[config.mk]
export PLATFORM = sky130hd
export DESIGN_NAME = pfa_div
export DESIGN_NICKNAME = d
export VERILOG_FILES = /design/src/rtl/pfa_pkg.sv /design/src/rtl/pfa_div.sv
export SDC_FILE = /design/constraint.sdc
export NUM_CORES = 1
export LEC_CHECK = 0
export BUFFER_PORTS_ARGS = -buffer_cell sky130_fd_sc_hd__buf_2
export CORE_UTILIZATION = 41
export CTS_BUF_LIST = sky130_fd_sc_hd__clkbuf_4 sky130_fd_sc_hd__clkbuf_8
export CTS_CLUSTER_SIZE = 10
export DETAILED_ROUTE_END_ITERATION = 8
export PLACE_DENSITY = 0.62
export SYNTH_ARGS = -nofsm -noshare
export SYNTH_HDL_FRONTEND = slang
export SYNTH_SLANG_ARGS = --single-unit
[constraint.sdc]
create_clock -name i_clk -period 4.9 [get_ports i_clk]
set_input_delay 0.49 -clock i_clk [delete_from_list [all_inputs] [get_ports i_clk]]
set_output_delay 0.49 -clock i_clk [all_outputs]
set_load 0.01 [all_outputs]
[src/rtl/pfa_pkg.sv]
// Shared types, constants and helper functions of the pair force accumulator.
`timescale 1ns / 1ps
package pfa_pkg;

    localparam int NUM_PARTICLES = 1024;
    localparam int INDEX_W       = 10;
    localparam int POS_W         = 32;
    localparam int FRC_W         = 48;
    localparam int CFG_W         = 31;
    localparam int CFG_DATA_W    = 32;
    localparam int POS_WORD_W    = 3 * POS_W;
    localparam int FRC_WORD_W    = 3 * FRC_W;
    localparam int DIST_W        = 35;
    localparam int DMAG_W        = 24;
    localparam int SUM_W         = 50;
    localparam int RD_W          = 34;
    localparam int RR_W          = 49;
    localparam int SMAG_W        = 63;
    localparam int DIV_STEPS     = 49;
    localparam int DIV_CNT_W     = 6;

    localparam logic [1:0] KIND_LOAD = 2'd0;
    localparam logic [1:0] KIND_PAIR = 2'd1;
    localparam logic [1:0] KIND_READ = 2'd2;

    localparam logic [1:0] FAULT_NONE = 2'd0;
    localparam logic [1:0] FAULT_ZERO = 2'd1;
    localparam logic [1:0] FAULT_SAT  = 2'd2;

    localparam logic CFG_HALF_BOX  = 1'b0;
    localparam logic CFG_CUTOFF_SQ = 1'b1;

    localparam logic [CFG_W-1:0] CUTOFF_SQ_RST = 31'd589824;

    localparam logic [63:0] CAP_SQ  = 64'hFFFF_FFFF_FFFF_FFFF;
    localparam logic [63:0] CAP_Q32 = 64'h3FFF_FFFF_FFFF_FFFF;
    localparam logic [63:0] CAP_FRC = 64'h0000_7FFF_FFFF_FFFF;

    localparam logic signed [FRC_W:0] SUM_MAX = 49'sh0_7FFF_FFFF_FFFF;
    localparam logic signed [FRC_W:0] SUM_MIN = -49'sh0_8000_0000_0000;

    typedef struct packed {
        logic [1:0]               kind;
        logic [INDEX_W-1:0]       first_index;
        logic [INDEX_W-1:0]       second_index;
        logic signed [POS_W-1:0]  pos_x;
        logic signed [POS_W-1:0]  pos_y;
        logic signed [POS_W-1:0]  pos_z;
    } t_in;

    typedef struct packed {
        logic signed [FRC_W-1:0]  force_x;
        logic signed [FRC_W-1:0]  force_y;
        logic signed [FRC_W-1:0]  force_z;
        logic                     within_cutoff;
        logic [1:0]               fault;
    } t_out;

    typedef enum logic [4:0] {
        ST_CLEAR,
        ST_IDLE,
        ST_POS_A,
        ST_POS_B,
        ST_WRAP,
        ST_SQ,
        ST_SQ_WAIT,
        ST_CMP,
        ST_DIV_WAIT,
        ST_PWR,
        ST_PWR_WAIT,
        ST_FRC,
        ST_FRC_WAIT,
        ST_ACC_A_RD,
        ST_ACC_A_WR,
        ST_ACC_B_RD,
        ST_ACC_B_WR,
        ST_RD_F,
        ST_RD_W,
        ST_DONE
    } t_state;

    typedef enum logic [1:0] {
        MM_SQ,
        MM_Q32,
        MM_FRC
    } t_mul_mode;

    typedef struct packed {
        logic      start;
        t_mul_mode mode;
    } t_mul_req;

    typedef struct packed {
        logic done;
        logic sat;
    } t_mul_rsp;

    // Minimum-image difference of one axis.
    function automatic logic signed [DIST_W-1:0] wrap_axis(
        input logic signed [POS_W-1:0] pa,
        input logic signed [POS_W-1:0] pb,
        input logic [CFG_W-1:0]        h
    );
        logic signed [DIST_W-1:0] v;
        logic signed [DIST_W-1:0] hs;
        begin
            hs = $signed({4'b0000, h});
            v  = DIST_W'(pa) - DIST_W'(pb);
            if (v < -hs) begin
                v = v + hs + hs;
            end
            if (v > hs) begin
                v = v - hs - hs;
            end
            return v;
        end
    endfunction

    // Saturating 48-bit add; the top bit of the result flags saturation.
    function automatic logic [FRC_W:0] sat_add(
        input logic signed [FRC_W-1:0] a,
        input logic signed [FRC_W-1:0] b
    );
        logic signed [FRC_W:0] s;
        begin
            s = (FRC_W+1)'(a) + (FRC_W+1)'(b);
            if (s > SUM_MAX) begin
                return {1'b1, SUM_MAX[FRC_W-1:0]};
            end else if (s < SUM_MIN) begin
                return {1'b1, SUM_MIN[FRC_W-1:0]};
            end
            return {1'b0, s[FRC_W-1:0]};
        end
    endfunction

endpackage

[src/rtl/pfa_div.sv]
// Reciprocal unit: restoring division of 2^48 by the squared distance, one bit a cycle.
`timescale 1ns / 1ps
module pfa_div (
    input  logic                       i_clk,
    input  logic                       i_rst_n,
    input  logic                       i_start,
    input  logic [pfa_pkg::CFG_W-1:0]  i_divisor,
    output logic                       o_done,
    output logic [pfa_pkg::RR_W-1:0]   o_quot
);
    import pfa_pkg::*;

    logic                 r_busy;
    logic                 r_done;
    logic [DIV_CNT_W-1:0] r_cnt;
    logic [CFG_W-1:0]     r_div;
    logic [CFG_W:0]       r_rem;
    logic [RR_W-1:0]      r_quot;

    logic [CFG_W:0]       w_trial;
    logic                 w_qbit;

    always_comb begin
        // The dividend is a single one followed by zeros.
        w_trial = {r_rem[CFG_W-1:0], (r_cnt == '0)};
        w_qbit  = (w_trial >= {1'b0, r_div});
    end

    always_ff @(posedge i_clk) begin
        if (!i_rst_n) begin
            r_busy <= 1'b0;
            r_done <= 1'b0;
        end else begin
            r_done <= 1'b0;
            if (i_start) begin
                r_busy <= 1'b1;
            end else if (r_busy && (r_cnt == DIV_CNT_W'(DIV_STEPS - 1))) begin
                r_busy <= 1'b0;
                r_done <= 1'b1;
            end
        end
    end

    always_ff @(posedge i_clk) begin
        if (i_start) begin
            r_div  <= i_divisor;
            r_rem  <= '0;
            r_quot <= '0;
            r_cnt  <= '0;
        end else if (r_busy) begin
            r_rem  <= w_qbit ? (w_trial - {1'b0, r_div}) : w_trial;
            r_quot <= {r_quot[RR_W-2:0], w_qbit};
            r_cnt  <= r_cnt + DIV_CNT_W'(1);
        end
    end

    assign o_done = r_done;
    assign o_quot = r_quot;

endmodule

==> results by group <==
Route
  – DRC Markers: 0
  – Final ANT Viol Nets: 0
  – Total number of vias: 4671
  – 1st-pass router iterations: 5
  – DRT iter0 DRCs: 211
  – Routed WL per cell: 13.5 um
  – Vias/cell: 5.13
  – Overall routed net length: 12.3 mm

Clocking
  – Clock buffer depth: 2
  – CTS H-tree lvls: 4
  – Clk root buf: clkbuf_8
  – Clock net sink count: 119
  – PostCTS Resize Cnt: 0
  – Worst-Skew Late Latency: 440 ps
  – CTS tree: done
  – Cts hold-fix bufs: 0
  – CTS clk-pin slew, worst paths: 80 ps
  – Post-CTS Setup Repair Bufs: 0
  – CTS Buf Count: 17

Global route
  – Antenna violations before repair: 0
  – Grt ovf: 0
  – First-pass GRT wire length: 20.6 mm
  – All-Layer GR Usage: 17.1%
  – Number of global-route vias before repair: 4608
  – Largest net degree at the start of global routing: 68

Yosys
  – Syn avg cell area: 9.64 sq um
  – Yosys warnings: 0
  – Ys async rst share: 0%
  – Syn_nets: 703
  – Synth Register Bits: 119
  – Cells after Synth: 635
  – Synth Flop Type: dfxtp_1
  – Distinct cells, synth: 55
  – Mapped Area: 6120 sq um
  – Number of synthesized flops with an enable pin: 31
  – Seq/Total Area, Yosys: 44.0%

Place
  – GPL Wtd Cong: 0.859
  – DP Wirelength: 8.56 mm
  – IO Port Bufs: 83

Floorplanning
  – Die width: 124 um
  – Starting Density: 42.1%
  – Core footprint: 14500 sq um
  – Die ar.: 15400 sq um
  – FP Rows: 44
  – I/O pins: 84
  – Die height: 124 um

STA
  – Slew Limit Headroom: 37.2%
  – # setup viols final: 0
  – Hold Fails Final Rpt: 0
  – Setup Total Neg Slack: 0 ps
  – Final Max Tran Viols: 0
  – RSZ-0062 raised after global routing: no
  – Fin crit share: 76.1%
  – Min Tclk post-route: 3730 ps
  – Clock skew: 9.54 ps
  – Hold slack: 219 ps
  – Fmax achieved: 268 MHz
  – Tightest Pin Transition: 941 ps

Power
  – Comb power frac: 19.4%
  – Pwr dens: 335 nW/um^2
  – Peak supply drop: 0.239 mV
  – Reg power frac: 46.4%
  – Lkg Pwr: 0.00309 uW
  – Clock Power Share: 34.2%
  – Total Power: 2350 uW
  – Net Switching: 740 uW
  – Sw Ratio: 31.5%
  – Internal Power: 1610 uW

Finish
  – Synthesis-to-finish area growth: 14.6%
  – Final Core Density: 48.2%
  – Final nets: 781
  – Most frequent cells in the layout: nor2_1 (113), dfxtp_1 (87), buf_2 (82)
  – Commonest non-fill, non-tap cell in the layout: nor2_1
  – Fillers: 1425
  – Register area: 2700 sq um
  – Share of cells above drive strength 1: 20.4%
  – Multi-input gate area: 3140 sq um
  – Antenna cells: 0

Job
  – # Max-Cap Violations: 0

Worst setup path
  – Crit Path Max Fanout: 28
  – Critical Path RT: 5230 ps
  – CP arrival: 4060 ps
  – Worst Setup Start Kind: flop
  – Crit end category: flop
  – Crit Path Class: flop to flop

Run status
  – Run status: finished, final reports clean

Worst hold path
  – Hold Path Class: input pin to flop
registers in the layout, summed over array words and instances (netlist names):
signal,count
r_div,31
r_busy,1
r_rem,31
o_quot,49
o_done,1
r_cnt,6
layout make-up:
type                            count  area share (%)
Multi-Input combinational cell    450            44.8
Sequential cell                   119            38.5
Timing Repair Buffer               87            6.39
Clock buffer                       17            3.34
Tap cell                          184            3.28
Inverter                           38            2.03
Clock inverter                     15            1.64
logic make-up after synthesis:
family                     Yosys count  share of synthesized area, %
buffers and inverters               66                          4.62
adders and majority gates           34                          7.08
DFF                                119                          44.0
xor gates and xnor gates            30                          4.29
muxes                               60                          9.84
and+or+nand+nor                    186                          13.8
AOI/OAI and AO/OA                  140                          16.4
per-layer routing:
metal	global-route usage [%]	vias up	part of all wire (%)
li1	-	2387	-
met1	20.8	2167	47
met2	27.3	103	45
met3	5.95	14	6.8
met4	6.99	0	1.7
met5	0	-	0
power by group through the flow:
stage	registers [uW]	logic [uW]	clock network [uW]
6_report	1090	454	804
5_1_grt	1100	511	871
4_1_cts	1090	457	832
3_5_place_dp	1110	454	0
3_3_place_gp	1110	445	0
2_1_floorplan	1100	382	0
path summary, 6_finish.rpt:
path | startpoint | to | slack (ps) | cells after the start
hold reg to reg | r_rem[1] | r_rem[1] | 490 | 2
setup reg to reg | r_cnt[0] | r_rem[8] | 1170 | 16
hold / removal | i_divisor[4] | r_div[4] | 220 | 1
setup / recovery | r_cnt[0] | r_rem[8] | 1170 | 16
critical path, stage by stage, from the launching register on:
cell and delay, ps:
dfxtp_1 390, inv_1 60, ha_1 180, nor3b_1 160
nand2_1 70, ha_1 180, fa_1 210, nand2b_1 140
a21o_1 170, a21oi_4 90, a21oi_4 180, o2111ai_2 170
a21oi_4 620, buf_4 420, mux2_2 380, mux2i_1 140
nor2_1 50
cell usage after synthesis, types with 4 or more instances:
cell type / n / area (sq um)
nor2_1: 113 / 424
dfxtp_1: 88 / 1760
mux2i_1: 59 / 591
a21oi_1: 47 / 235
inv_1: 38 / 143
ha_1: 33 / 413
edfxtp_1: 31 / 931
nand2_1: 22 / 82.6
clkbuf_1: 21 / 78.8
o21ai_0: 21 / 105
xnor2_1: 18 / 158
a211oi_2: 15 / 188
a211oi_1: 13 / 97.6
xor2_1: 12 / 105
nand3_1: 9 / 45.0
a21o_1: 7 / 52.6
nand2b_1: 7 / 43.8
nor2b_1: 6 / 37.5
o21a_1: 5 / 37.5
o21ai_1: 5 / 25.0
a31oi_1: 4 / 25.0
buf_6: 4 / 45.0
nand4_1: 4 / 25.0
nor3_1: 4 / 20.0
o21bai_1: 4 / 30.0
through the flow:
step	cells	setup slack (ps)	instance area [sq um]
after CTS	910	1130	7010
after detailed placement	878	1150	6660
final	910	1170	7010
after global routing	910	891	7010
after floorplan	635	1810	6120
after global placement	878	1240	6660
No activity file was read; power rests on OpenSTA's default activity.
