**src/rtl/pfa_pkg.sv**
```systemverilog
// Shared types, constants and helper functions of the pair force accumulator.
`timescale 1ns / 1ps
package pfa_pkg;

    localparam int NUM_PARTICLES = 1024;
    localparam int INDEX_W       = 10;
    localparam int POS_W         = 32;
    localparam int FRC_W         = 48;
    localparam int CFG_W         = 31;
    localparam int CFG_DATA_W    = 32;
    localparam int POS_WORD_W    = 3 * POS_W;
    localparam int FRC_WORD_W    = 3 * FRC_W;
    localparam int DIST_W        = 35;
    localparam int DMAG_W        = 24;
    localparam int SUM_W         = 50;
    localparam int RD_W          = 34;
    localparam int RR_W          = 49;
    localparam int SMAG_W        = 63;
    localparam int DIV_STEPS     = 49;
    localparam int DIV_CNT_W     = 6;

    localparam logic [1:0] KIND_LOAD = 2'd0;
    localparam logic [1:0] KIND_PAIR = 2'd1;
    localparam logic [1:0] KIND_READ = 2'd2;

    localparam logic [1:0] FAULT_NONE = 2'd0;
    localparam logic [1:0] FAULT_ZERO = 2'd1;
    localparam logic [1:0] FAULT_SAT  = 2'd2;

    localparam logic CFG_HALF_BOX  = 1'b0;
    localparam logic CFG_CUTOFF_SQ = 1'b1;

    localparam logic [CFG_W-1:0] CUTOFF_SQ_RST = 31'd589824;

    localparam logic [63:0] CAP_SQ  = 64'hFFFF_FFFF_FFFF_FFFF;
    localparam logic [63:0] CAP_Q32 = 64'h3FFF_FFFF_FFFF_FFFF;
    localparam logic [63:0] CAP_FRC = 64'h0000_7FFF_FFFF_FFFF;

    localparam logic signed [FRC_W:0] SUM_MAX = 49'sh0_7FFF_FFFF_FFFF;
    localparam logic signed [FRC_W:0] SUM_MIN = -49'sh0_8000_0000_0000;

    typedef struct packed {
        logic [1:0]               kind;
        logic [INDEX_W-1:0]       first_index;
        logic [INDEX_W-1:0]       second_index;
        logic signed [POS_W-1:0]  pos_x;
        logic signed [POS_W-1:0]  pos_y;
        logic signed [POS_W-1:0]  pos_z;
    } t_in;

    typedef struct packed {
        logic signed [FRC_W-1:0]  force_x;
        logic signed [FRC_W-1:0]  force_y;
        logic signed [FRC_W-1:0]  force_z;
        logic                     within_cutoff;
        logic [1:0]               fault;
    } t_out;

    typedef enum logic [4:0] {
        ST_CLEAR,
        ST_IDLE,
        ST_POS_A,
        ST_POS_B,
        ST_WRAP,
        ST_SQ,
        ST_SQ_WAIT,
        ST_CMP,
        ST_DIV_WAIT,
        ST_PWR,
        ST_PWR_WAIT,
        ST_FRC,
        ST_FRC_WAIT,
        ST_ACC_A_RD,
        ST_ACC_A_WR,
        ST_ACC_B_RD,
        ST_ACC_B_WR,
        ST_RD_F,
        ST_RD_W,
        ST_DONE
    } t_state;

    typedef enum logic [1:0] {
        MM_SQ,
        MM_Q32,
        MM_FRC
    } t_mul_mode;

    typedef struct packed {
        logic      start;
        t_mul_mode mode;
    } t_mul_req;

    typedef struct packed {
        logic done;
        logic sat;
    } t_mul_rsp;

    // Minimum-image difference of one axis.
    function automatic logic signed [DIST_W-1:0] wrap_axis(
        input logic signed [POS_W-1:0] pa,
        input logic signed [POS_W-1:0] pb,
        input logic [CFG_W-1:0]        h
    );
        logic signed [DIST_W-1:0] v;
        logic signed [DIST_W-1:0] hs;
        begin
            hs = $signed({4'b0000, h});
            v  = DIST_W'(pa) - DIST_W'(pb);
            if (v < -hs) begin
                v = v + hs + hs;
            end
            if (v > hs) begin
                v = v - hs - hs;
            end
            return v;
        end
    endfunction

    // Saturating 48-bit add; the top bit of the result flags saturation.
    function automatic logic [FRC_W:0] sat_add(
        input logic signed [FRC_W-1:0] a,
        input logic signed [FRC_W-1:0] b
    );
        logic signed [FRC_W:0] s;
        begin
            s = (FRC_W+1)'(a) + (FRC_W+1)'(b);
            if (s > SUM_MAX) begin
                return {1'b1, SUM_MAX[FRC_W-1:0]};
            end else if (s < SUM_MIN) begin
                return {1'b1, SUM_MIN[FRC_W-1:0]};
            end
            return {1'b0, s[FRC_W-1:0]};
        end
    endfunction

endpackage

```
**src/rtl/pfa_mul.sv**
```systemverilog
// Shared multiply unit: 64 x 64 product from four 32 x 32 partials, then shift and clamp.
`timescale 1ns / 1ps
module pfa_mul (
    input  logic              i_clk,
    input  logic              i_rst_n,
    input  pfa_pkg::t_mul_req i_req,
    input  logic [63:0]       i_a,
    input  logic [63:0]       i_b,
    output pfa_pkg::t_mul_rsp o_rsp,
    output logic [63:0]       o_result
);
    import pfa_pkg::*;

    logic         r_busy;
    logic [2:0]   r_step;
    logic [63:0]  r_a;
    logic [63:0]  r_b;
    t_mul_mode    r_mode;
    logic [63:0]  r_prod;
    logic         r_pvld;
    logic [1:0]   r_pshift;
    logic [127:0] r_acc;
    logic         r_done;
    logic         r_sat;
    logic [63:0]  r_result;

    logic [31:0]  w_pa;
    logic [31:0]  w_pb;
    logic [127:0] w_addend;
    logic [127:0] w_shifted;
    logic [63:0]  w_cap;
    logic         w_sat;

    always_comb begin
        w_pa = r_step[1] ? r_a[63:32] : r_a[31:0];
        w_pb = r_step[0] ? r_b[63:32] : r_b[31:0];
        case (r_pshift)
            2'd0:    w_addend = {64'b0, r_prod};
            2'd1:    w_addend = {32'b0, r_prod, 32'b0};
            default: w_addend = {r_prod, 64'b0};
        endcase
        case (r_mode)
            MM_Q32: begin
                w_shifted = r_acc >> 32;
                w_cap     = CAP_Q32;
            end
            MM_FRC: begin
                w_shifted = r_acc >> 24;
                w_cap     = CAP_FRC;
            end
            default: begin
                w_shifted = r_acc;
                w_cap     = CAP_SQ;
            end
        endcase
        w_sat = (w_shifted[127:64] != 64'b0) || (w_shifted[63:0] > w_cap);
    end

    always_ff @(posedge i_clk) begin
        if (!i_rst_n) begin
            r_busy <= 1'b0;
            r_done <= 1'b0;
            r_pvld <= 1'b0;
            r_step <= 3'd0;
        end else begin
            r_done <= 1'b0;
            if (i_req.start) begin
                r_busy <= 1'b1;
                r_step <= 3'd0;
                r_pvld <= 1'b0;
            end else if (r_busy) begin
                r_pvld <= (r_step < 3'd4);
                r_step <= r_step + 3'd1;
                if (r_step == 3'd5) begin
                    r_busy <= 1'b0;
                    r_done <= 1'b1;
                end
            end
        end
    end

    always_ff @(posedge i_clk) begin
        if (i_req.start) begin
            r_a    <= i_a;
            r_b    <= i_b;
            r_mode <= i_req.mode;
            r_acc  <= 128'b0;
        end else if (r_busy) begin
            r_prod   <= w_pa * w_pb;
            r_pshift <= 2'(r_step[1]) + 2'(r_step[0]);
            if (r_pvld) begin
                r_acc <= r_acc + w_addend;
            end
            if (r_step == 3'd5) begin
                r_sat    <= w_sat;
                r_result <= w_sat ? w_cap : w_shifted[63:0];
            end
        end
    end

    assign o_rsp.done = r_done;
    assign o_rsp.sat  = r_sat;
    assign o_result   = r_result;

endmodule

```
**config.mk**
```make
export PLATFORM = sky130hd
export DESIGN_NAME = pfa_mul
export DESIGN_NICKNAME = d
export VERILOG_FILES = /design/src/rtl/pfa_pkg.sv /design/src/rtl/pfa_mul.sv
export SDC_FILE = /design/constraint.sdc
export NUM_CORES = 2
export LEC_CHECK = 0
export ABC_AREA = 1
export BUFFER_PORTS_ARGS = -buffer_cell sky130_fd_sc_hd__buf_4
export CAP_MARGIN = 20
export CORE_MARGIN = 3
export CORE_UTILIZATION = 45
export DETAILED_ROUTE_END_ITERATION = 7
export PLACE_DENSITY = 0.64
export SLEW_MARGIN = 20
export SYNTH_ARGS = -nofsm -noshare
export SYNTH_HDL_FRONTEND = slang
export SYNTH_SLANG_ARGS = --single-unit
```
**constraint.sdc**
```tcl
create_clock -name i_clk -period 7.8 [get_ports i_clk]
set_input_delay 1.17 -clock i_clk [delete_from_list [all_inputs] [get_ports i_clk]]
set_output_delay 1.17 -clock i_clk [all_outputs]
set_load 0.02 [all_outputs]
```
==> flow_summary.toml <==
[placement]
dp_hpwl_um = 241000
dp.cells = 11300
pre_cts_slack_ps = -176
globalplace.congestion = 1.10
port_buffers = 198

[critical_path]
r2r_cells = 26
reg2reg_to = "r_prod[32]"
start_kind = "register"
worstPathArrival_ps = 8190
worstSetupPathType = "register to register"
r2r_start = "r_step[1]"
cp_max_fo = 31
cp.required_ps = 8390
reg2reg_slack_ps = 210
end_kind = "register"

[final_layout]
drive_above_1_share_pct = 9.59
final_cell_count_no_fill = 11500
nNetsFinal = 11000
mostFrequentLayoutCells = "nand2_1, inv_1, nor2_1"
syn2layout_area_growth_pct = 13.9
fill_cells = 14200
final_common_cell = "nand2_1"

[drt]
drc = 0
drt_iter0_markers = 5240
vias = 60900
finalWirelength_um = 286000
routed_via_density = 5.32
antenna_left = 0
dr.pass1.iters = 8
wl_per_cell_um = 25.0

[hold_path]
min_path_type = "register to register"
whs_path_depth = 1
min_to = "r_pvld"
min_from = "r_step[2]"

[synth]
synth_edf_count = 261
async_reset_ff_share_pct = 0
syn-cell-area_um2 = 64100
synth_seq_cells = 395
synth_cell_types = 52
syn_inst = 9112
synth-main-ff-cell = "edfxtp_1"
synth_nets = 10600
avgSynthCellArea_um2 = 7.03
ys_warn_count = 0
yosysSeqAreaShare_pct = 16.4

[cts]
cts_made_buffers = 50
clkSinkCount = 395
cts_max_path_buffers = 3
h-tree-depth = 2
cts_tree = "yes"
hold_buffers = 0
clock_latency_ps = 720
cts_root_buf = "clkbuf_16"
clkTransAtPathRegs_ps = 60

[floorplan]
row_count = 137
dieArea_um2 = 147000
core_um2 = 140000
chipHeight_um = 383
die_x_um = 383
io_pins = 199
start_util_pct = 45.6

[sta]
rsz0062_at_grt = "no"
setup_viol = 0
maxSlewViolCount = 0
fin_worst_hold_slack_ps = 505
slew_headroom_pct = 29.9
fmax_mhz = 132
period_needed_ps = 7590
fin_ws_ps = 207
finalHoldViolCount = 0
worstMarginPinSlew_ps = 1050
skew_ps = 78.4
setup_tns_ps = 0
fin_crit_sh_pct = 97.3

[global_route]
grt_use_total_pct = 38.7
grt_max_degree = 87
grt_pass1_vias = 61900
grt_pass1_wl_um = 411000
grt_antenna_before_repair = 5
grt_overflow = 0

[run]
maxCapViolations = 0

[run_status]
status = "finished clean"
[layer usage]
metal | part of all wire, % | GRT usage, % | routed length (um)
met1 | 36 | 44.6 | 104000
met2 | 47 | 64.7 | 134000
met3 | 8.3 | 7.58 | 23600
met4 | 8.7 | 26.8 | 24900
met5 | 0.0028 | 0 | 8
[worst max-delay path, stage by stage, from the launching register on]
cell and delay, ps:
dfxtp_2 360, inv_2 80, buf_12 160, or2_2 300
o21ai_2 120, buf_4 240, nor2_1 80, fa_1 530
inv_1 50, fa_1 460, fa_1 570, fa_1 570
inv_1 50, fa_1 480, fa_1 520, fa_1 630
fa_1 500, ha_1 370, nand2_1 110, nor2_1 100
inv_1 80, o21ai_0 150, a21oi_1 60, buf_4 190
o21ai_1 230, xor2_1 340, buf_4 180
[final cells by class]
class / instances / area [um^2] / area share, %
multi-input combinational: 6210 / 44500 / 61.0
sequential: 395 / 10500 / 14.4
inverter: 2224 / 8380 / 11.5
timing repair buffer: 649 / 5470 / 7.49
tap: 1876 / 2350 / 3.22
clock buffer: 61 / 1330 / 1.83
clock inverter: 33 / 380 / 0.521
antenna: 4 / 10.0 / 0.0137
[worst max path at each step]
stage,start,to
2_1_floorplan,r_step[0],r_prod[61]
3_3_place_gp,r_step[1],r_prod[30]
3_5_place_dp,r_step[0],r_prod[52]
4_1_cts,r_step[1],r_prod[41]
5_1_grt,r_step[1],r_prod[41]
6_report,r_step[1],r_prod[32]
[per-stage QoR]
step           instance area, um^2  util (%)
3_5_place_dp                 70600      50.3
2_1_floorplan                64100         -
5_1_grt                      73000      52.0
6_report                     73000      52.0
4_1_cts                      72400      51.6
3_3_place_gp                 70600      50.3
[Yosys cell counts, drive strengths merged, types with 3 or more instances]
| library cell | number | area [um^2] |
|---|---|---|
| o41ai | 4 | 35.0 |
| xor2 | 95 | 832 |
| xnor2 | 17 | 149 |
| a211oi | 10 | 80.1 |
| buf | 59 | 363 |
| o221ai | 5 | 43.8 |
| o211ai | 6 | 45.0 |
| nor3 | 51 | 260 |
| a31oi | 15 | 93.8 |
| a21o | 8 | 60.1 |
| nand3 | 244 | 1220 |
| o22ai | 97 | 607 |
| dfxtp | 134 | 2680 |
| fa | 897 | 18000 |
| nand4 | 37 | 231 |
| nand2 | 2460 | 9250 |
| edfxtp | 261 | 7840 |
| a21boi | 3 | 22.5 |
| nor2 | 1165 | 4380 |
| nand3b | 3 | 22.5 |
| inv | 2206 | 8290 |
| ha | 411 | 5140 |
| a21oi | 297 | 1490 |
| o21bai | 15 | 113 |
| o21a | 5 | 37.5 |
| clkinv | 18 | 68.8 |
| nor4 | 8 | 50.1 |
| clkbuf | 224 | 842 |
| o21ai | 313 | 1570 |
| or2 | 33 | 206 |
[timing repair]
item / CTS / global route
buffers inserted: 2 / 17
cloned: 0 / 3
pin swaps: 0 / 5
setup endpoints to repair: 29 / 41
gates resized for setup: 21 / 117
[registers in the layout (all words and copies together), names as in the netlist, 2 cells and up]
register / flops
r_prod: 64
r_step: 3
r_mode: 2
r_pshift: 2
r_a: 64
r_b: 64
r_acc: 128
o_result: 64
[cells by family after synthesis]
kind of cell             after synthesis  synth area share (%)
adder cells (fa/ha/maj)             1308                  36.1
XOR/XNOR                             112                  1.53
AND/OR/NAND/NOR                     4002                  24.4
AO/OA/AOI/OAI                        786                  6.66
multiplexers                           2                0.0312
buffers and inverters               2507                  14.9
flip-flops                           395                  16.4
Power is not shown: default switching activity piles up to over one toggle a cycle in this logic, so the estimate is an artifact.
